$ cat src/hw/rtl/pid_pkg.sv
// ----------------------------------------------------------------------------
// pid_pkg: shared types and constants of the PID update block
// Fixed field widths, datapath widths of the shared multiplier and the
// divider, register indexes and the control word of the multiply unit.
// ----------------------------------------------------------------------------
`default_nettype none

package pid_pkg;

    // field widths
    localparam int DATA_W     = 16;              // target, sensed, drive (Q3.12)
    localparam int DT_W       = 16;              // step_time (Q0.16)
    localparam int GAIN_W     = 16;              // gains (Q8.8)
    localparam int LIM_W      = 15;              // limits (Q3.12)
    localparam int CFG_IDX_W  = 3;
    localparam int CFG_DATA_W = 16;

    localparam int ACC_WIDTH_DEF = 32;

    // derived datapath widths
    localparam int ERR_W   = DATA_W + 1;         // error, Q4.12
    localparam int DELTA_W = ERR_W + 1;          // change in error
    localparam int NUM_W   = DELTA_W - 1 + DT_W; // |delta| << 16
    localparam int DERIV_W = 32;                 // saturated derivative
    localparam int LO_W    = 16;                 // low half of the integral

    // shared multiplier: 17 bit signed by 33 bit signed
    localparam int MA_W   = GAIN_W + 1;
    localparam int MB_W   = DERIV_W + 1;
    localparam int PROD_W = MA_W + MB_W;
    localparam int SUM_W  = PROD_W + 2;

    // rounding of the Q.20 sum down to Q.12
    localparam int FRAC_DROP  = 8;
    localparam int ROUND_HALF = 128;
    localparam int Y_W        = SUM_W - FRAC_DROP;

    // configuration register indexes
    localparam logic [CFG_IDX_W-1:0] CFG_PROP_GAIN   = 3'd0;
    localparam logic [CFG_IDX_W-1:0] CFG_INTEG_GAIN  = 3'd1;
    localparam logic [CFG_IDX_W-1:0] CFG_DERIV_GAIN  = 3'd2;
    localparam logic [CFG_IDX_W-1:0] CFG_INTEG_LIMIT = 3'd3;
    localparam logic [CFG_IDX_W-1:0] CFG_OUT_LIMIT   = 3'd4;

    // control word of the shared multiply-accumulate unit
    typedef struct packed {
        logic mul;       // register a * b
        logic acc_load;  // load accumulator with the product term
        logic acc_add;   // add the product term to the accumulator
        logic shift16;   // product term is the product >>> 16
    } t_mac_ctl;

endpackage

`default_nettype wire

$ cat src/hw/rtl/pid_controller_update.sv
// ----------------------------------------------------------------------------
// pid_controller_update: PID update with anti-windup clamp
// Flow: an accepted item waits for the serial divide of the error change
//   by step_time; at zero step_time it goes straight to the final step.
// A new item is accepted only once the last one is handed over; a drive
//   item left waiting holds the next one in its final step.
// Reset (synchronous, active low) clears gains, limits, integral, last error,
//   held drive and the output register; ready rises in the cycle after reset ends.
// ----------------------------------------------------------------------------
`default_nettype none

module pid_controller_update import pid_pkg::*; #(
    parameter int ACC_WIDTH = ACC_WIDTH_DEF
) (
    input  wire logic                         i_clk,
    input  wire logic                         i_rst_n,
    // input item channel
    input  wire logic                         i_in_valid,
    output logic                              o_in_ready,
    input  wire logic signed [DATA_W-1:0]     i_target,
    input  wire logic signed [DATA_W-1:0]     i_sensed,
    input  wire logic [DT_W-1:0]              i_step_time,
    // result item channel
    output logic                              o_out_valid,
    input  wire logic                         i_out_ready,
    output logic signed [DATA_W-1:0]          o_drive,
    output logic                              o_clamped,
    // configuration write channel
    input  wire logic                         i_cfg_valid,
    output logic                              o_cfg_ready,
    input  wire logic [CFG_IDX_W-1:0]         i_cfg_index,
    input  wire logic [CFG_DATA_W-1:0]        i_cfg_data
);

    // integral update width: accumulator or exact error * dt, plus carry
    localparam int EDT_W     = ERR_W + DT_W + 1;
    localparam int INT_SUM_W = ((ACC_WIDTH > EDT_W) ? ACC_WIDTH : EDT_W) + 1;
    localparam int HI_W      = ACC_WIDTH - LO_W;

    localparam logic signed [INT_SUM_W-1:0] ACC_MAX =
        INT_SUM_W'((64'sd1 <<< (ACC_WIDTH - 1)) - 64'sd1);
    localparam logic signed [INT_SUM_W-1:0] ACC_MIN =
        INT_SUM_W'(-(64'sd1 <<< (ACC_WIDTH - 1)));
    localparam logic signed [NUM_W:0] DERIV_MAX =
        (NUM_W + 1)'((64'sd1 <<< (DERIV_W - 1)) - 64'sd1);
    localparam logic signed [NUM_W:0] DERIV_MIN =
        (NUM_W + 1)'(-(64'sd1 <<< (DERIV_W - 1)));
    localparam logic signed [Y_W-1:0] DRV_MAX =
        Y_W'((64'sd1 <<< (DATA_W - 1)) - 64'sd1);
    localparam logic signed [Y_W-1:0] DRV_MIN =
        Y_W'(-(64'sd1 <<< (DATA_W - 1)));

    // Sequencer: every product goes through the one shared multiplier,
    // while the divider works out the derivative in the background.
    typedef enum logic [3:0] {
        S_IDLE,       // wait for an item
        S_INT_MUL,    // error * dt
        S_INT_ADD,    // integral += product, saturate
        S_INT_CLAMP,  // symmetric integral clamp
        S_P_MUL,      // prop_gain * error
        S_IH_MUL,     // integ_gain * integral high part, load P term
        S_IL_MUL,     // integ_gain * integral low part, add high term
        S_IL_ADD,     // add low term >>> 16
        S_DIV_WAIT,   // wait for the quotient, saturate derivative
        S_D_MUL,      // deriv_gain * derivative
        S_D_ADD,      // add D term
        S_ROUND,      // round Q.20 down to Q.12
        S_EMIT        // clamp, saturate and hand over the result
    } t_state;

    t_state r_state;

    // configuration and persistent state
    logic [GAIN_W-1:0]          r_prop;
    logic [GAIN_W-1:0]          r_igain;
    logic [GAIN_W-1:0]          r_dgain;
    logic [LIM_W-1:0]           r_ilim;
    logic [LIM_W-1:0]           r_olim;
    logic signed [ERR_W-1:0]    r_last_err;
    logic signed [ACC_WIDTH-1:0] r_integ;
    logic signed [DATA_W-1:0]   r_held;

    // handshake and output registers
    logic                       r_in_ready;
    logic                       r_cfg_ready;
    logic                       r_out_valid;
    logic signed [DATA_W-1:0]   r_drive;
    logic                       r_clamped;

    // per-item working registers
    logic signed [ERR_W-1:0]    r_err;
    logic [DT_W-1:0]            r_dt;
    logic                       r_neg;
    logic                       r_zero;
    logic signed [DERIV_W-1:0]  r_deriv;
    logic signed [Y_W-1:0]      r_y;

    logic in_acc;
    logic cfg_acc;
    logic out_free;

    // accept-time arithmetic
    logic signed [ERR_W-1:0]    err_c;
    logic signed [DELTA_W-1:0]  delta_c;
    logic [DELTA_W-2:0]         dabs_c;
    logic [NUM_W-1:0]           div_num;
    logic                       div_start;
    logic                       div_done;
    logic [NUM_W-1:0]           div_quo;

    // shared multiplier
    t_mac_ctl                   mac_ctl;
    logic signed [MA_W-1:0]     mac_a;
    logic signed [MB_W-1:0]     mac_b;
    logic signed [PROD_W-1:0]   mac_prod;
    logic signed [SUM_W-1:0]    mac_acc;

    // next values
    logic signed [INT_SUM_W-1:0] int_sum;
    logic signed [ACC_WIDTH-1:0] n_integ_sat;
    logic signed [INT_SUM_W-1:0] integ_w;
    logic signed [INT_SUM_W-1:0] ilim_w;
    logic signed [ACC_WIDTH-1:0] n_integ_clamp;
    logic signed [HI_W-1:0]      integ_hi;
    logic signed [NUM_W:0]       quo_s;
    logic signed [DERIV_W-1:0]   n_deriv;
    logic signed [SUM_W-1:0]     sum_rnd;
    logic signed [Y_W-1:0]       olim_w;
    logic signed [Y_W-1:0]       y_c;
    logic signed [DATA_W-1:0]    n_drive;
    logic                        n_clip;

    assign in_acc   = i_in_valid && r_in_ready;
    assign cfg_acc  = i_cfg_valid && r_cfg_ready;
    assign out_free = !r_out_valid || i_out_ready;

    // error and its change against the previous item
    assign err_c   = ERR_W'(i_target) - ERR_W'(i_sensed);
    assign delta_c = DELTA_W'(err_c) - DELTA_W'(r_last_err);
    assign dabs_c  = delta_c[DELTA_W-1] ? (DELTA_W - 1)'(-delta_c)
                                        : (DELTA_W - 1)'(delta_c);
    assign div_num   = {dabs_c, {DT_W{1'b0}}};
    assign div_start = in_acc && (i_step_time != '0);

    pid_div u_div (
        .i_clk   (i_clk),
        .i_rst_n (i_rst_n),
        .i_start (div_start),
        .i_num   (div_num),
        .i_den   (i_step_time),
        .o_done  (div_done),
        .o_quo   (div_quo)
    );

    // Split the integral as hi * 2^16 + lo so that every product fits the
    // multiplier; gain * lo >>> 16 restores the floor of the full product.
    assign integ_hi = r_integ[ACC_WIDTH-1:LO_W];

    always_comb begin
        mac_ctl = '0;
        mac_a   = '0;
        mac_b   = '0;
        case (r_state)
            S_INT_MUL: begin
                mac_ctl.mul = 1'b1;
                mac_a       = r_err;
                mac_b       = MB_W'($signed({1'b0, r_dt}));
            end
            S_P_MUL: begin
                mac_ctl.mul = 1'b1;
                mac_a       = $signed({1'b0, r_prop});
                mac_b       = MB_W'(r_err);
            end
            S_IH_MUL: begin
                mac_ctl.mul      = 1'b1;
                mac_ctl.acc_load = 1'b1;
                mac_a            = $signed({1'b0, r_igain});
                mac_b            = MB_W'(integ_hi);
            end
            S_IL_MUL: begin
                mac_ctl.mul     = 1'b1;
                mac_ctl.acc_add = 1'b1;
                mac_a           = $signed({1'b0, r_igain});
                mac_b           = MB_W'($signed({1'b0, r_integ[LO_W-1:0]}));
            end
            S_IL_ADD: begin
                mac_ctl.acc_add = 1'b1;
                mac_ctl.shift16 = 1'b1;
            end
            S_D_MUL: begin
                mac_ctl.mul = 1'b1;
                mac_a       = $signed({1'b0, r_dgain});
                mac_b       = MB_W'(r_deriv);
            end
            S_D_ADD: begin
                mac_ctl.acc_add = 1'b1;
            end
            default: begin
                mac_ctl = '0;
            end
        endcase
    end

    pid_mac u_mac (
        .i_clk  (i_clk),
        .i_ctl  (mac_ctl),
        .i_a    (mac_a),
        .i_b    (mac_b),
        .o_prod (mac_prod),
        .o_acc  (mac_acc)
    );

    // integral += error * dt, saturated to the accumulator range
    assign int_sum = INT_SUM_W'(r_integ) + INT_SUM_W'(mac_prod);

    always_comb begin
        if (int_sum > ACC_MAX) begin
            n_integ_sat = ACC_WIDTH'(ACC_MAX);
        end else if (int_sum < ACC_MIN) begin
            n_integ_sat = ACC_WIDTH'(ACC_MIN);
        end else begin
            n_integ_sat = ACC_WIDTH'(int_sum);
        end
    end

    // anti-windup: clamp to +-(integ_limit << 16) when the limit is set
    assign integ_w = INT_SUM_W'(r_integ);
    assign ilim_w  = INT_SUM_W'({r_ilim, {LO_W{1'b0}}});

    always_comb begin
        n_integ_clamp = r_integ;
        if (r_ilim != '0) begin
            if (integ_w > ilim_w) begin
                n_integ_clamp = ACC_WIDTH'(ilim_w);
            end else if (integ_w < -ilim_w) begin
                n_integ_clamp = ACC_WIDTH'(-ilim_w);
            end
        end
    end

    // signed quotient, saturated to the derivative width
    assign quo_s = r_neg ? -$signed({1'b0, div_quo}) : $signed({1'b0, div_quo});

    always_comb begin
        if (quo_s > DERIV_MAX) begin
            n_deriv = DERIV_W'(DERIV_MAX);
        end else if (quo_s < DERIV_MIN) begin
            n_deriv = DERIV_W'(DERIV_MIN);
        end else begin
            n_deriv = DERIV_W'(quo_s);
        end
    end

    // round half up from Q.20 to Q.12
    assign sum_rnd = mac_acc + SUM_W'(ROUND_HALF);

    // output clamp, then range saturation; either one flags the item
    assign olim_w = Y_W'(r_olim);

    always_comb begin
        n_clip = 1'b0;
        y_c    = r_y;
        if (r_olim != '0) begin
            if (r_y > olim_w) begin
                y_c    = olim_w;
                n_clip = 1'b1;
            end else if (r_y < -olim_w) begin
                y_c    = -olim_w;
                n_clip = 1'b1;
            end
        end
        if (y_c > DRV_MAX) begin
            y_c    = DRV_MAX;
            n_clip = 1'b1;
        end else if (y_c < DRV_MIN) begin
            y_c    = DRV_MIN;
            n_clip = 1'b1;
        end
        n_drive = DATA_W'(y_c);
    end

    // sequencer, persistent state, configuration and output register
    always_ff @(posedge i_clk) begin
        if (!i_rst_n) begin
            r_state     <= S_IDLE;
            r_in_ready  <= 1'b0;
            r_cfg_ready <= 1'b0;
            r_out_valid <= 1'b0;
            r_drive     <= '0;
            r_clamped   <= 1'b0;
            r_prop      <= '0;
            r_igain     <= '0;
            r_dgain     <= '0;
            r_ilim      <= '0;
            r_olim      <= '0;
            r_last_err  <= '0;
            r_integ     <= '0;
            r_held      <= '0;
        end else begin
            r_cfg_ready <= 1'b1;

            // drop the result once taken; a new one below overrides
            if (r_out_valid && i_out_ready) begin
                r_out_valid <= 1'b0;
            end

            case (r_state)
                S_IDLE: begin
                    r_in_ready <= !in_acc;
                    if (in_acc) begin
                        if (i_step_time == '0) begin
                            r_state <= S_EMIT;
                        end else begin
                            r_last_err <= err_c;
                            r_state    <= S_INT_MUL;
                        end
                    end
                end
                S_INT_MUL: begin
                    r_state <= S_INT_ADD;
                end
                S_INT_ADD: begin
                    r_integ <= n_integ_sat;
                    r_state <= S_INT_CLAMP;
                end
                S_INT_CLAMP: begin
                    r_integ <= n_integ_clamp;
                    r_state <= S_P_MUL;
                end
                S_P_MUL: begin
                    r_state <= S_IH_MUL;
                end
                S_IH_MUL: begin
                    r_state <= S_IL_MUL;
                end
                S_IL_MUL: begin
                    r_state <= S_IL_ADD;
                end
                S_IL_ADD: begin
                    r_state <= S_DIV_WAIT;
                end
                S_DIV_WAIT: begin
                    if (div_done) begin
                        r_state <= S_D_MUL;
                    end
                end
                S_D_MUL: begin
                    r_state <= S_D_ADD;
                end
                S_D_ADD: begin
                    r_state <= S_ROUND;
                end
                S_ROUND: begin
                    r_state <= S_EMIT;
                end
                S_EMIT: begin
                    // hold here until the output register is free
                    if (out_free) begin
                        r_out_valid <= 1'b1;
                        if (r_zero) begin
                            r_drive   <= r_held;
                            r_clamped <= 1'b0;
                        end else begin
                            r_drive   <= n_drive;
                            r_clamped <= n_clip;
                            r_held    <= n_drive;
                        end
                        r_in_ready <= 1'b1;
                        r_state    <= S_IDLE;
                    end
                end
                default: begin
                    r_state <= S_IDLE;
                end
            endcase

            // gain writes restart the integral; limit writes keep it
            if (cfg_acc) begin
                case (i_cfg_index)
                    CFG_PROP_GAIN: begin
                        r_prop  <= i_cfg_data[GAIN_W-1:0];
                        r_integ <= '0;
                    end
                    CFG_INTEG_GAIN: begin
                        r_igain <= i_cfg_data[GAIN_W-1:0];
                        r_integ <= '0;
                    end
                    CFG_DERIV_GAIN: begin
                        r_dgain <= i_cfg_data[GAIN_W-1:0];
                        r_integ <= '0;
                    end
                    CFG_INTEG_LIMIT: begin
                        r_ilim <= i_cfg_data[LIM_W-1:0];
                    end
                    CFG_OUT_LIMIT: begin
                        r_olim <= i_cfg_data[LIM_W-1:0];
                    end
                    default: begin
                        r_ilim <= r_ilim;
                    end
                endcase
            end
        end
    end

    // per-item working registers
    always_ff @(posedge i_clk) begin
        if (in_acc) begin
            r_err  <= err_c;
            r_dt   <= i_step_time;
            r_neg  <= delta_c[DELTA_W-1];
            r_zero <= (i_step_time == '0);
        end
        if (r_state == S_DIV_WAIT && div_done) begin
            r_deriv <= n_deriv;
        end
        if (r_state == S_ROUND) begin
            r_y <= sum_rnd[SUM_W-1:FRAC_DROP];
        end
    end

    assign o_in_ready  = r_in_ready;
    assign o_cfg_ready = r_cfg_ready;
    assign o_out_valid = r_out_valid;
    assign o_drive     = r_drive;
    assign o_clamped   = r_clamped;

endmodule

`default_nettype wire

$ cat src/hw/rtl/pid_mac.sv
// ----------------------------------------------------------------------------
// pid_mac: shared multiply-accumulate unit
// One registered signed multiplier and a wide accumulator fed from it.
// ----------------------------------------------------------------------------
`default_nettype none

module pid_mac import pid_pkg::*; (
    input  wire logic                     i_clk,
    input  wire t_mac_ctl                 i_ctl,
    input  wire logic signed [MA_W-1:0]   i_a,
    input  wire logic signed [MB_W-1:0]   i_b,
    output logic signed [PROD_W-1:0]      o_prod,
    output logic signed [SUM_W-1:0]       o_acc
);

    logic signed [PROD_W-1:0] r_prod;
    logic signed [SUM_W-1:0]  r_acc;
    logic signed [PROD_W-1:0] prod_c;
    logic signed [PROD_W-1:0] term;
    logic signed [SUM_W-1:0]  term_ext;

    assign prod_c   = PROD_W'(i_a) * PROD_W'(i_b);
    assign term     = i_ctl.shift16 ? (r_prod >>> LO_W) : r_prod;
    assign term_ext = SUM_W'(term);

    always_ff @(posedge i_clk) begin
        if (i_ctl.mul) begin
            r_prod <= prod_c;
        end
        if (i_ctl.acc_load) begin
            r_acc <= term_ext;
        end else if (i_ctl.acc_add) begin
            r_acc <= r_acc + term_ext;
        end
    end

    assign o_prod = r_prod;
    assign o_acc  = r_acc;

endmodule

`default_nettype wire

$ cat src/hw/rtl/pid_div.sv
// ----------------------------------------------------------------------------
// pid_div: serial restoring divider
// One quotient bit per cycle; unsigned NUM_W bit dividend by DT_W bit divisor.
// ----------------------------------------------------------------------------
`default_nettype none

module pid_div import pid_pkg::*; (
    input  wire logic               i_clk,
    input  wire logic               i_rst_n,
    input  wire logic               i_start,
    input  wire logic [NUM_W-1:0]   i_num,
    input  wire logic [DT_W-1:0]    i_den,
    output logic                    o_done,
    output logic [NUM_W-1:0]        o_quo
);

    localparam int CNT_W = $clog2(NUM_W + 1);

    logic [NUM_W-1:0] r_num;
    logic [DT_W-1:0]  r_rem;
    logic [DT_W-1:0]  r_den;
    logic [CNT_W-1:0] r_cnt;
    logic             r_busy;
    logic             r_done;

    logic [DT_W:0]    trial;
    logic             ge;
    logic [DT_W-1:0]  n_rem;

    assign trial = {r_rem, r_num[NUM_W-1]};
    assign ge    = trial >= {1'b0, r_den};
    assign n_rem = ge ? DT_W'(trial - {1'b0, r_den}) : trial[DT_W-1:0];

    always_ff @(posedge i_clk) begin
        if (!i_rst_n) begin
            r_busy <= 1'b0;
            r_done <= 1'b0;
            r_cnt  <= '0;
        end else if (i_start) begin
            r_busy <= 1'b1;
            r_done <= 1'b0;
            r_cnt  <= CNT_W'(NUM_W);
        end else if (r_busy) begin
            r_cnt <= r_cnt - 1'b1;
            if (r_cnt == CNT_W'(1)) begin
                r_busy <= 1'b0;
                r_done <= 1'b1;
            end
        end
    end

    // shift the dividend out and the quotient bits in
    always_ff @(posedge i_clk) begin
        if (i_start) begin
            r_num <= i_num;
            r_rem <= '0;
            r_den <= i_den;
        end else if (r_busy) begin
            r_num <= {r_num[NUM_W-2:0], ge};
            r_rem <= n_rem;
        end
    end

    assign o_done = r_done;
    assign o_quo  = r_num;

endmodule

`default_nettype wire

$ cat config.mk
export PLATFORM = sky130hd
export DESIGN_NAME = pid_controller_update
export DESIGN_NICKNAME = d
export VERILOG_FILES = /design/src/hw/rtl/pid_pkg.sv /design/src/hw/rtl/pid_controller_update.sv /design/src/hw/rtl/pid_mac.sv /design/src/hw/rtl/pid_div.sv
export SDC_FILE = /design/constraint.sdc
export NUM_CORES = 2
export LEC_CHECK = 0
export ABC_AREA = 1
export BUFFER_PORTS_ARGS = -buffer_cell sky130_fd_sc_hd__buf_4
export CORE_MARGIN = 4
export CORE_UTILIZATION = 50
export DETAILED_ROUTE_END_ITERATION = 8
export GPL_TIMING_DRIVEN = 0
export PLACE_DENSITY_LB_ADDON = 0.15
export REMOVE_ABC_BUFFERS = 1
export SLEW_MARGIN = 20
export SYNTH_ARGS = -nofsm -noshare
export SYNTH_HDL_FRONTEND = slang
export SYNTH_SLANG_ARGS = --single-unit
$ cat constraint.sdc
create_clock -name i_clk -period 6.41 [get_ports i_clk]
set_input_delay 0.3205 -clock i_clk [delete_from_list [all_inputs] [get_ports i_clk]]
set_output_delay 0.3205 -clock i_clk [all_outputs]
set_load 0.1 [all_outputs]
==> impl_metrics.yaml <==
critical_path:
  crit_start: "r_state[1]$_SDFFE_PN0P_"
  path_class: "flip-flop to flip-flop"
  crit_arrival_ps: 7510
  worst-r2r-setup-slack_ps: -750
  end_kind: "flip-flop"
  reg2reg_from: "r_state[1]$_SDFFE_PN0P_"
  startpoint_type: "flip-flop"
  max_stage_delay_ps: 560
  required_ps: 6760
  crit_fanout: 7
  r2r_cells: 31
  crit_path_frequent_cell: "fa_1"
  reg2reg_to: "u_mac.o_prod[40]$_DFFE_PP_"
  critPathSlowestCell: "fa_1"
clock_tree:
  cts_tree: "built"
  clock-sinks: 437
  cts_buffers: 51
  cts-root-buf: "clkbuf_16"
  path_clk_slew_ps: 70
  clkLatencyLatePin_ps: 630
  clockBufferDepth: 3
  htree_levels: 2
sta:
  fin_crit_sh_pct: 112
  layout_setup_ws_ps: -754
  slew_headroom_pct: 21.8
  hold_viol: 0
  rsz0062_at_grt: "true"
  worst_clock_skew_ps: 30.8
  max_freq_mhz: 140
  tightest_slew_ps: 1170
  period_needed_ps: 7160
  slew_violations: 0
  setup_violations: 35
global_route:
  grt_pass1_vias: 44200
  grtUsageMet1_pct: 41.0
  overflow: 0
  busiest_layer: "met2"
  grt_max_degree: 105
  grt_antenna_before_repair: 2
  track_usage_pct: 31.2
  grt_pass1_wl_um: 251000
  grt_util_met2_pct: 51.1
  gr-usage-met3_pct: 5.06
pwr:
  p_sw_share_pct: 38.7
  leakage_nw: 27.1
  vdd_drop_max_mv: 0.206
  p_int_mw: 6.40
  power_frac_comb_pct: 39.0
  pwr-share-seq_pct: 32.5
  powerDensity_nw_per_um2: 179
  clkPwrFrac_pct: 28.4
  switching_power_mw: 4.03
  power.total_mw: 10.4
detailed_routing:
  drt_pre_antenna_iters: 6
  vias: 44200
  routed_via_density: 5.59
  antenna_left: 0
  wl_um: 165000
  drt_iter0_drc: 3799
  drt-wirelength-per-cell_um: 20.8
  drcViolationCount: 0
finish:
  syn2layout_area_growth_pct: 18.4
  layout_common_cells: "1,129 x nand2_1, 1,077 x inv_1, 610 x nor2_1"
  layout-drive-gt1-share_pct: 14.5
  layout_commonest_cell: "nand2_1"
  n_antenna_cell: 0
  nets: 7540
status:
  violations: "negative setup slack"
  outcome: "finished with violations"
place:
  place_ws_ps: -3010
  portBuffers: 91
  dp_hpwl_um: 121000
  gp_congestion: 0.932
floorplan:
  die_w_um: 322
  core_um2: 97100
  start_util_pct: 50.6
  dieArea_um2: 103000
  row_count: 114
  die_y_um: 322
  io_pins: 92
synth:
  synth-main-ff-cell: "edfxtp_1"
  synth-async-reset-ratio_pct: 0
  seq_area_frac_synth_pct: 22.8
  ys_warn_count: 0
  synth_seq_cells: 437
  synth_edf_count: 246
  synth_area_um2: 49200
  syn-instance-count: 6296
  ys_types: 69
  syn_area_per_cell_um2: 7.81
flow_run:
  drv_cap: 0
hold_path:
  min_path_cells: 3
  hold_class: "input port to flip-flop"
  whs_endpoint: "r_dgain[8]$_SDFFE_PN0P_"
  hold_start: "i_cfg_data[8]"
[per-layer routing]
layer | vias up | wire length (µm)
met5 | - | 0
li1 | 20700 | -
met2 | 1771 | 75500
met1 | 21200 | 66300
met4 | 0 | 8960
met3 | 454 | 14000
[how the worst max path moves through the flow]
stage / slack [ps] / endpoint / cells past startpoint
floorplan: -2870 / u_mac.o_prod[46]$_DFFE_PP_ / 27
global route: -990 / u_mac.o_prod[45]$_DFFE_PP_ / 32
finish: -750 / u_mac.o_prod[40]$_DFFE_PP_ / 31
CTS: -630 / u_mac.o_prod[46]$_DFFE_PP_ / 31
detailed placement: -3010 / u_mac.o_prod[46]$_DFFE_PP_ / 27
global placement: -7050 / u_mac.o_prod[46]$_DFFE_PP_ / 27
[cells in the mapped netlist (126+ instances only)]
master    count  share of area, %
xor2_1      173               3.1
inv_1      1150               8.8
o21ai_0     392               4.0
nand3_1     157               1.6
fa_1        531                22
ha_1        350               8.9
edfxtp_1    246                15
dfxtp_1     191               7.8
a21oi_1     423               4.3
nand2_1    1172               8.9
nor2_1      706               5.4
clkbuf_1    126              0.96
[power by group through the flow]
stage	sequential, mW	combinational [mW]	clock [mW]
after floorplan	3.37	2.60	0
after global placement	3.45	3.49	0
after detailed placement	3.44	3.58	0
after CTS	3.39	3.90	3.00
after global routing	3.40	4.51	3.11
final	3.39	4.07	2.97
[per-stage QoR]
step           util (%)  instance area [µm²]  setup TNS, ps  std cells  hold WS [ps]
6_report           59.9                58200         -17120       7904          67.7
5_1_grt            59.9                58200         -25860       7904          61.0
4_1_cts            58.5                56800         -14150       7836          42.3
3_5_place_dp       53.0                51400         -94190       7530           446
3_3_place_gp       52.2                50700        -511960       7493           439
2_1_floorplan         -                48400        -104790       6126           348
[what timing repair did]
item / in CTS / in global routing
setup buffers: 176 / 65
cloned: 18 / 4
hold endpoints to repair: 35 / 0
gates resized for setup: 447 / 196
hold buffers: 18 / 0
pin swaps: 167 / 154
setup endpoints to repair: 43 / 50
[cells by family after synthesis]
family | share of synthesized area, %
XOR/XNOR | 4.50
AO/OA/AOI/OAI | 12.3
adder cells (fa/ha/maj) | 30.5
AND/OR/NAND/NOR | 19.3
flip-flops | 22.8
buffers and inverters | 10.6
[worst max-delay path, delay by kind of cell, from the launching register on]
kind                       cells  cell delay, ps
DFF                            1             390
and+or+nand+nor                4             500
adders and majority gates      7            3470
AOI/OAI and AO/OA              8            1320
xor gates and xnor gates       1             110
buffers and inverters         11            1100
[flip-flops by register name, summed over array words and instances, names as in the netlist, 4 cells and up]
name and count:
o_drive 16, r_deriv 32, r_dgain 16, r_dt 16, r_err 17, r_igain 16
r_ilim 15, r_integ 32, r_last_err 17, r_olim 15, r_prop 16, r_state 4
r_y 44, u_div.o_quo 33, u_div.r_cnt 6, u_div.r_den 16, u_div.r_rem 16, u_mac.o_acc 52
u_mac.o_prod 50
[final cells by class]
class / count / area [µm²]
Clock buffer: 75 / 1500
Clock inverter: 19 / 175
Fill cell: 8592 / 38900
Inverter: 1186 / 4740
Multi-Input combinational cell: 4507 / 35000
Sequential cell: 437 / 11200
Tap cell: 1276 / 1600
Timing Repair Buffer: 394 / 3870
Timing Repair inverter: 10 / 88.8
Power figures use the tool's default switching activity.
